[src/hdl/mps_pkg.sv]
// Shared types, constants and control structs for the Mandelbrot pixel shader.
package mps_pkg;

    // Fixed-point format: signed Q4.28
    localparam int FRAC_BITS = 28;
    localparam int INT_BITS  = 4;
    localparam int VAL_W     = FRAC_BITS + INT_BITS;

    // Field widths
    localparam int COORD_W = 12;
    localparam int ITER_W  = 10;
    localparam int CFG_W   = 13;
    localparam int GRAY_W  = 8;

    // Iteration count clamp default
    localparam int MAX_ITER_LIMIT_DEF = 1023;

    // Step counter covers the coordinate divider and the gray divider
    localparam int CNT_W = $clog2(VAL_W);

    // Configuration register indexes
    localparam int CFG_IDX_W = 2;
    localparam logic [CFG_IDX_W-1:0] CFG_MAX_ITER = 2'd0;
    localparam logic [CFG_IDX_W-1:0] CFG_WIDTH    = 2'd1;
    localparam logic [CFG_IDX_W-1:0] CFG_HEIGHT   = 2'd2;

    // Configuration reset values
    localparam logic [ITER_W-1:0] RST_MAX_ITER = 10'd50;
    localparam logic [CFG_W-1:0]  RST_WIDTH    = 13'd800;
    localparam logic [CFG_W-1:0]  RST_HEIGHT   = 13'd600;

    // Input item
    typedef struct packed {
        logic [COORD_W-1:0] pixel_column;
        logic [COORD_W-1:0] pixel_row;
    } pixel_t;

    // Result item
    typedef struct packed {
        logic [GRAY_W-1:0] gray_level;
        logic              escaped;
        logic [ITER_W-1:0] escape_iteration;
    } shade_t;

    // Controller to datapath commands
    typedef struct packed {
        logic load;      // latch pixel, start coordinate dividers
        logic map_step;  // one quotient bit of both coordinate dividers
        logic init;      // c and z from the quotients
        logic mul;       // register the three products of z
        logic step;      // z = z*z + c, count the iteration
        logic gray;      // d*d and N*N, start gray divider
        logic div_step;  // one quotient bit of the gray divider
        logic out_load;  // fill the result register
    } cmd_t;

    // Datapath to controller status
    typedef struct packed {
        logic first_iter;  // no update done yet
        logic at_limit;    // iteration count reached N
        logic escape;      // registered squares sum above 4
    } sts_t;

endpackage

[src/hdl/mps_ctrl.sv]
// Sequencer for coordinate mapping, escape-time iteration and gray division.
module mps_ctrl
(
    input  logic          clk,
    input  logic          rst_n,
    input  logic          pixel_valid,
    output logic          pixel_ready,
    output logic          shade_valid,
    input  logic          shade_ready,
    input  mps_pkg::sts_t sts,
    output mps_pkg::cmd_t cmd
);

    localparam logic [2:0] ST_IDLE = 3'd0;
    localparam logic [2:0] ST_MAP  = 3'd1;
    localparam logic [2:0] ST_INIT = 3'd2;
    localparam logic [2:0] ST_MUL  = 3'd3;
    localparam logic [2:0] ST_STEP = 3'd4;
    localparam logic [2:0] ST_GRAY = 3'd5;
    localparam logic [2:0] ST_DIV  = 3'd6;
    localparam logic [2:0] ST_DONE = 3'd7;

    localparam logic [mps_pkg::CNT_W-1:0] MAP_LAST = mps_pkg::CNT_W'(mps_pkg::VAL_W - 1);
    localparam logic [mps_pkg::CNT_W-1:0] DIV_LAST = mps_pkg::CNT_W'(mps_pkg::GRAY_W - 1);

    logic [2:0]                state_reg;
    logic [2:0]                state_next;
    logic [mps_pkg::CNT_W-1:0] cnt_reg;
    logic [mps_pkg::CNT_W-1:0] cnt_next;
    logic                      out_valid_reg;
    logic                      out_valid_next;
    logic                      out_free;

    assign pixel_ready = (state_reg == ST_IDLE);
    assign shade_valid = out_valid_reg;
    assign out_free    = !out_valid_reg || shade_ready;

    // Next state and commands
    always_comb
    begin
        state_next     = state_reg;
        cnt_next       = cnt_reg;
        out_valid_next = out_valid_reg && !shade_ready;
        cmd            = '0;
        case (state_reg)
            ST_IDLE:
            begin
                if (pixel_valid)
                begin
                    cmd.load   = 1'b1;
                    cnt_next   = '0;
                    state_next = ST_MAP;
                end
            end
            ST_MAP:
            begin
                cmd.map_step = 1'b1;
                cnt_next     = cnt_reg + 1'b1;
                if (cnt_reg == MAP_LAST)
                begin
                    state_next = ST_INIT;
                end
            end
            ST_INIT:
            begin
                cmd.init   = 1'b1;
                state_next = ST_MUL;
            end
            ST_MUL:
            begin
                cmd.mul    = 1'b1;
                state_next = ST_STEP;
            end
            ST_STEP:
            begin
                if (!sts.first_iter && sts.escape)
                begin
                    state_next = ST_GRAY;
                end
                else if (sts.at_limit)
                begin
                    state_next = ST_DONE;
                end
                else
                begin
                    cmd.step   = 1'b1;
                    state_next = ST_MUL;
                end
            end
            ST_GRAY:
            begin
                cmd.gray   = 1'b1;
                cnt_next   = '0;
                state_next = ST_DIV;
            end
            ST_DIV:
            begin
                cmd.div_step = 1'b1;
                cnt_next     = cnt_reg + 1'b1;
                if (cnt_reg == DIV_LAST)
                begin
                    state_next = ST_DONE;
                end
            end
            ST_DONE:
            begin
                // wait until the result register is free
                if (out_free)
                begin
                    cmd.out_load   = 1'b1;
                    out_valid_next = 1'b1;
                    state_next     = ST_IDLE;
                end
            end
            default:
            begin
                state_next = ST_IDLE;
            end
        endcase
    end

    always_ff @(posedge clk or negedge rst_n)
    begin
        if (!rst_n)
        begin
            state_reg     <= ST_IDLE;
            cnt_reg       <= '0;
            out_valid_reg <= 1'b0;
        end
        else
        begin
            state_reg     <= state_next;
            cnt_reg       <= cnt_next;
            out_valid_reg <= out_valid_next;
        end
    end

endmodule

[config.mk]
export PLATFORM = sky130hd
export DESIGN_NAME = mps_ctrl
export DESIGN_NICKNAME = d
export VERILOG_FILES = /design/src/hdl/mps_pkg.sv /design/src/hdl/mps_ctrl.sv
export SDC_FILE = /design/constraint.sdc
export NUM_CORES = 1
export LEC_CHECK = 0
export ABC_AREA = 1
export BUFFER_PORTS_ARGS = -buffer_cell sky130_fd_sc_hd__clkbuf_2
export CAP_MARGIN = 0
export CORE_AREA = 3 3 53 55
export CTS_CLUSTER_DIAMETER = 100
export DETAILED_ROUTE_END_ITERATION = 8
export DIE_AREA = 0 0 56 58
export PLACE_DENSITY = 0.53
export SLEW_MARGIN = 0
export SYNTH_ARGS = -nofsm -noshare
export SYNTH_HDL_FRONTEND = slang
export SYNTH_SLANG_ARGS = --single-unit
[constraint.sdc]
create_clock -name clk -period 1.8 [get_ports clk]
set_input_delay 0.27 -clock clk [delete_from_list [all_inputs] [get_ports clk]]
set_output_delay 0.27 -clock clk [all_outputs]
set_load 0.01 [all_outputs]
== Yosys cells after proc, flatten, opt, wreduce, memory -nomap -nowiden ==
Cells that the tools add are included.
Storage, ports and cells
  bits in registers: 9
  latch bits: 0
  memory bits (writable): 0
  memory bits (read-only): 0
  input bits: 7
  logic and storage cells: 51
  memories: 0
Operators by class
  add/subtract/negate cells: 1
  multipliers: 0
  divide/modulo/power cells: 0
  magnitude comparators: 0
  eq/ne operators: 13
  shifts and indexed selects: 0
  multiplexer cells: 23
  bitwise gates (word level): 0
  reductions and logical operators: 11
Operator list (number)
  $pmux W3 S8: 1
  $mux W3: 6
  $pmux W5 S3: 1
  $mux W1: 14
  $eq A3 B3 Y1 const B: 4
  $ne A2 B2 Y1 const B: 4
  $eq A3 B2 Y1 const B: 2
  $add A5 B1 Y5 const B: 1
  $eq A5 B3 Y1 const B: 1
  $eq A5 B5 Y1 const B: 1
  $mux W5: 1
  $reduce_and A4 Y1: 1
  $eq A3 B1 Y1 const B: 1
  $logic_not A1 Y1: 3
  $logic_not A3 Y1: 1
  $reduce_bool A3 Y1: 1
  $logic_and A1 B1 Y1: 2
  $reduce_and A2 Y1: 1
  $reduce_or A2 Y1: 1
  $logic_or A1 B1 Y1: 1

== Logic depth before layout (Yosys ltp) ==
Gate-level depths: netlist of run 1.
  depth after elaboration: 4
  gate-level depth with buffers: 10
  depth with buffers taken out: 10

== Worst setup path before layout of run 1 ==
No wires, ideal clock.
  path type: register to register
  start: register cnt_reg[0] (netlist bit)
  end: register state_reg[1]
  setup time: 0.124 ns
  data arrival time: 1.244 ns
  slack: 0.432 ns
  stages on the path, launching flop included: 11
  path buffers: 0
  path through: dfrtp_1 -> ha_1 -> nand2_1 -> nor2_1 -> ha_1 -> inv_1 -> nand4_1 -> nand2_2 -> nor2_2 -> nand2_1 -> nand2_1
On the way
  cells in the longest elaborated chain, start to end: 3
  elaborated cells on any way between the ends: 5
  classes of those cells: eq/ne: 4; reduce/logical: 1
RTL lines
  start, declared: line mps_ctrl.sv:28  | logic [mps_pkg::CNT_W-1:0] cnt_reg;
  start signal, assigned: line mps_ctrl.sv:133  | cnt_reg <= cnt_next;
  $eq A5 B3 Y1 or $eq A5 B5 Y1 (tied branches): line mps_ctrl.sv:100, mps_ctrl.sv:59
  $ne A2 B2 Y1 (no line)
  $reduce_and A4 Y1 (no line) *
  end signal, assigned: line mps_ctrl.sv:132  | state_reg <= state_next;
  end, declared: line mps_ctrl.sv:26  | logic [2:0] state_reg;
Every way passes the cells marked *; elsewhere a longest branch is shown, timed or not.
A chain may end at the register's enable or synchronous reset.

==> reports/results.txt, run 1 <==
Fin crit period: 1.55 ns
Yosys top cell by area: dfrtp_1
Cts hold-fix bufs: 1
Dpl cells: 136
CP arrival: 1.28 ns
Max reg flops: 5
WS Path Type: flop to output port
Die W: 56 µm
Routed Antenna Nets: 0
Largest net degree at the start of global routing: 10
Total global-route track usage: 0.0910
IO Pins: 17
Post-Place Worst Slack: 0.352 ns
Mapped cell area: 597 µm²
Slew Viols, Final: 0
Yosys warning count: 0
Status: completed
Worst setup EP type: output port
Max incr delay on CP: 0.46 ns
Final Routed Wirelength: 1.26 mm
DR vias: 588
Design Area, Final: 751 µm²
EDFF count, synth: 0
Core area: 2430 µm²
CP cell instances: nor2_1, nand2_1, nor2_1, clkbuf_2
Critical Path RT: 1.53 ns
Antenna violations before repair: 0
Finished Core Util: 0.309
Std-Cell Rows: 18
Die footprint: 3250 µm²
Setup Skew: 0.00488 ns
Worst vdd ir: 0.562 mV
R2R depth: 10
Clk slew on worst S/H paths: 0.07 ns
Synthesized Nets: 99
Async S/R FF share, synth: 1.00
Clk Latency, worst-skew pair: 0.26 ns
Wire length per cell: 8.94 µm
Max Freq: 643 MHz
Slowest CP cell: dfrtp_1
Post-Layout Cell Count: 141
Synth Register Bits: 9
Worst-path fanout max: 7
Antenna diodes: 0
HPWL Detailed: 1.04 mm
CP Launch Point: state_reg[0]
Layout cells sized above 1: 0.261
First-pass GRT wire length: 2.35 mm
Clk buf depth: 2
Post-CTS Setup Repair Bufs: 0
Rel. slew slack: 0.845
Final nets: 121
Worst reg-to-reg setup slack: 0.35 ns
Seq/Total Area, Yosys: 0.377
Number of global-route vias before repair: 589
Endpoints failing setup: 0
CTS resizes: 0
Syn Area/Cell: 6.63 µm²
Drt first pass iters: 3
Hold endpoint: shade_valid
Drt via density: 4.17
HP Class: primary input to flop
Synth top area share: 0.377
Maxcap violations: 0
Hold path cells: 2
Hold slack: 0.214 ns
Most used cell, CP: nor2_1
Synth-to-Final Area Change: 25.8%
Most common cell in the netlist: nand2_1
DRC violations left: 0
CTS tree: done
Fin Setup TNS: 0 ns
Least-Margin Pin Slew: 0.232 ns
Initial Utilization: 0.245
Synth unique cells: 17
DRT iter0 DRCs: 8
Slack of the critical path: 0.245 ns
Total grt overflow: 0
Unrepaired setup endpoints after global routing: false
Clock root buffer master: clkbuf_4
DP Area: 714 µm²
Gp weighted congestion: 0.808
Post-Synthesis Cells: 90
Tot Pwr: 1.17 mW
Post-synth top cells: 26 x nand2_1, 14 x inv_1, 10 x nor2_1
Final Hold Vio Count: 0
HP Start: shade_ready
H-tree levels: 1
Cts bufs inserted: 3
Reg2reg start: cnt_reg[0]
RR Endpoint: state_reg[2]
IO Port Bufs: 16
PD cells: 1550 nW/µm²
Synth Flop Type: dfrtp_1
Die Y: 58 µm
Startpoint types: flop
Tcrit/Tclk final: 0.864
Lkg Pwr: 0.462 nW
CTS sink cnt: 9
Ranking of synthesized cells by area: dfrtp_1 38%, nand2_1 16%, inv_1 8.8%
## layout by cell type, fill, tap and decap left out, types with 2 or more instances in the layout
| cell | count |
|---|---|
| nand2_1 | 26 |
| clkbuf_2 | 16 |
| inv_1 | 14 |
| nor2_1 | 10 |
| nand3_1 | 9 |
| dfrtp_1 | 9 |
| inv_2 | 4 |
| o21ai_0 | 3 |
| nand2_2 | 3 |
| clkbuf_4 | 3 |
| nor2_2 | 2 |
| nand4_1 | 2 |
| ha_1 | 2 |
## where the power goes
part / switching (mW) / internal (mW) / total [mW]
Combinational: 0.411 / 0.224 / 0.635
Clock: 0.0743 / 0.0855 / 0.160
Sequential: 0.0917 / 0.280 / 0.371
## critical path: cells and delay by family, from the launching register on
kind / cells / cell delay [ns]
simple gates: 3 / 0.43
flops: 1 / 0.46
buf+inv: 1 / 0.13
## metal layers
layer | vias to the layer above | global-route usage | part of all wire
met3 | 0 | 0.0468 | 0.060
met5 | - | 0 | 0
met2 | 11 | 0.155 | 0.48
met4 | 0 | 0.0102 | 0
met1 | 257 | 0.106 | 0.45
li1 | 320 | - | -
## logic make-up after synthesis
family | Yosys count | share of synthesized area
AND/OR/NAND/NOR | 54 | 0.400
buffers and inverters | 18 | 0.113
flip-flops | 9 | 0.377
AO/OA/AOI/OAI | 6 | 0.0524
adder cells (fa/ha/maj) | 2 | 0.0419
XOR/XNOR | 1 | 0.0147
## layout make-up
cell class,count,area [µm²]
well taps,30,37.5
repair buffers,17,90.1
inverters,18,67.6
multi-input cells,63,304
flip-flops and latches,9,225
fillers,275,1680
clock buffers,4,26.3
## worst max path at each step
stage | slack (ns) | to | depth (start not counted)
final | 0.25 | cmd[7] | 4
after global routing | 0.13 | cmd[3] | 4
after CTS | 0.22 | cmd[3] | 4
after detailed placement | 0.35 | state_reg[2] | 10
after global placement | 0.39 | state_reg[1] | 10
after floorplan | 0.43 | state_reg[1] | 10
Note: power is estimated with default switching activity, not from simulation.
==> run 2, diff against run 1 <==
- CORE_AREA: 3 3 53 55 -> 2 2 52 54
- DIE_AREA: 0 0 56 58 -> 0 0 54 56
==> run 2 against run 1 <==
  * Critical path depth did not move
  * Worst hold slack improved by 0.0039 ns
  * First-iteration DRC count up 13%
  * Wire length up 2.0%
  * Power grew 0.41%
  * Clock skew rose by 0.0041 ns
  * Global-route usage grew 0.79 points
  * Critical path type unchanged
  * Critical endpoint unchanged
  * Largest power group unchanged
==> reports/results.txt, run 2 (synthesis results as in run 1) <==
Gp weighted congestion: 0.821 (+1.6%)
Leading cell type in the layout, fill and taps excluded: nand2_1
Critical Path RT: 1.53 ns (about the same)
WS Path Type: flop to output port
Lkg Pwr: 0.462 nW (unchanged)
Total grt overflow: 0 (unchanged)
Fin Setup TNS: 0 ns (unchanged)
Clk slew on worst S/H paths: 0.07 ns (about the same)
Clk Latency, worst-skew pair: 0.27 ns (about the same)
First-pass GRT wire length: 2.20 mm (-6.2%)
Layout cells sized above 1: 0.261 (unchanged)
Setup Skew: 0.00898 ns (+0.00410 ns)
DP Area: 714 µm² (unchanged)
Buf/Inv on CP: 1 (unchanged)
H-tree levels: 1 (unchanged)
Tcrit/Tclk final: 0.872 (+0.00816)
Commonest non-fill, non-tap cells in the layout: 26 x nand2_1, 16 x clkbuf_2, 14 x inv_1
PD cells: 1560 nW/µm² (+0.41%)
Cts bufs inserted: 3 (unchanged)
Post-Layout Cell Count: 141 (unchanged)
Psw: 581 µW (+0.77%)
Antenna diodes: 0 (unchanged)
Dpl cells: 136 (unchanged)
Unrepaired setup endpoints after global routing: false
Drt first pass iters: 4 (+1)
DRT iter0 DRCs: 9 (+1)
Slew Viols, Final: 0 (unchanged)
Worst-path fanout max: 7 (unchanged)
HPWL Detailed: 1.03 mm (-1.5%)
Number of global-route vias before repair: 541 (-8.1%)
Slowest CP cell: dfrtp_1
Net Sw Frac: 0.497 (+0.00177)
Final Hold Vio Count: 0 (unchanged)
Combinational share of power: 0.544 (about the same)
DRC violations left: 0 (unchanged)
Max reg flops: 5 (unchanged)
Total global-route track usage: 0.0989 (+0.00789)
Clock root buffer master: clkbuf_4
Largest net degree at the start of global routing: 10 (unchanged)
Die Y: 56 µm (-3.4%)
Drt via density: 4.27 (+2.4%)
Synth-to-Final Area Change: 25.8% (unchanged)
CTS sink cnt: 9 (unchanged)
Design Area, Final: 751 µm² (unchanged)
Die footprint: 3020 µm² (-6.9%)
Wire length per cell: 9.11 µm (+2.0%)
Maxcap violations: 0 (unchanged)
CP arrival: 1.30 ns (+0.02 ns)
Top Family by Delay on Critical Path: flip-flops
Startpoint types: flop
Max Freq: 637 MHz (-0.94%)
IO Port Bufs: 16 (unchanged)
Antenna violations before repair: 0 (unchanged)
Most used cell, CP: nor2_1
Cell Int Power: 589 µW (about the same)
Worst setup EP type: output port
CP cell instances: nor2_1, nand2_1, nor2_1, clkbuf_2
HP Class: primary input to flop
Endpoints failing setup: 0 (unchanged)
DR vias: 602 (+2.4%)
Std-Cell Rows: 18 (unchanged)
Core area: 2430 µm² (unchanged)
Max incr delay on CP: 0.46 ns (about the same)
Die W: 54 µm (-3.6%)
Least-Margin Pin Slew: 0.241 ns (+0.00928 ns)
Final Routed Wirelength: 1.29 mm (+2.0%)
IO Pins: 17 (unchanged)
Routed Antenna Nets: 0 (unchanged)
Seq pwr share: 0.315 (-0.003)
Initial Utilization: 0.245 (unchanged)
Final nets: 121 (unchanged)
Clock share of power: 0.141 (+0.004)
Fin crit period: 1.57 ns (+0.0147 ns)
Rel. slew slack: 0.839 (-0.00619)
CTS tree: done
Status: completed
Worst vdd ir: 0.617 mV (+9.8%)
Clk buf depth: 2 (unchanged)
## run 2: through the flow
step | setup slack (ns) | utilization | hold WS, ns | power, mW
3_5_place_dp | 0.361 | 0.294 | 0.148 | 1.02
2_1_floorplan | 0.432 | - | -0.0256 | 0.822
5_1_grt | 0.126 | 0.309 | 0.217 | 1.30
6_report | 0.231 | 0.309 | 0.218 | 1.17
4_1_cts | 0.226 | 0.309 | 0.219 | 1.19
3_3_place_gp | 0.389 | 0.294 | 0.143 | 1.01
## run 2: final cells by class
type / count / area [µm²]
Tap cell: 30 / 37.5
Fill cell: 269 / 1680
Clock buffer: 4 / 26.3
Timing Repair Buffer: 17 / 90.1
Sequential cell: 9 / 225
Multi-Input combinational cell: 63 / 304
Inverter: 18 / 67.6
## run 2: final timing paths
kind	cells after the start	endpoint	from	slack [ns]
min in group asynchronous	2	cnt_reg[4]	rst_n	0.38
hold / removal	2	shade_valid	shade_ready	0.22
setup / recovery	4	cmd[7]	state_reg[0]	0.23
hold reg to reg	1	cnt_reg[0]	cnt_reg[0]	0.52
max in group asynchronous	2	shade_valid	rst_n	1.21
setup reg to reg	10	state_reg[1]	cnt_reg[0]	0.37
## run 2: metal layers
metal  wire, µm  global-route usage  up-vias
li1           -                   -      322
met1        580               0.120      262
met2        604               0.150       14
met3         84              0.0484        4
met4         15              0.0321        0
met5          0                   0        -
## run 2: timing repair
| item | 4_1_cts | 5_1_grt |
|---|---|---|
| buffers inserted | 0 | 0 |
| hold buffers | 1 | 0 |
| gates resized for setup | 0 | 0 |
| hold endpoints to repair | 9 | 0 |
## run 2: worst register-to-register path, cell delays in order, from the launching register on
cell	delay [ns]
dfrtp_1	0.40
ha_1	0.22
nand2_1	0.08
nor2_1	0.04
ha_1	0.16
inv_1	0.05
nand4_1	0.12
nand2_2	0.11
nor2_2	0.04
nand2_1	0.05
nand2_1	0.05
## run 2: power groups by stage
stage                     Combinational (mW)  Clock, mW  Sequential [mW]
after floorplan                        0.463          0            0.359
final                                  0.637      0.165            0.369
after detailed placement               0.645          0            0.373
after global placement                 0.638          0            0.371
after CTS                              0.649      0.173            0.369
after global routing                   0.732      0.186            0.383
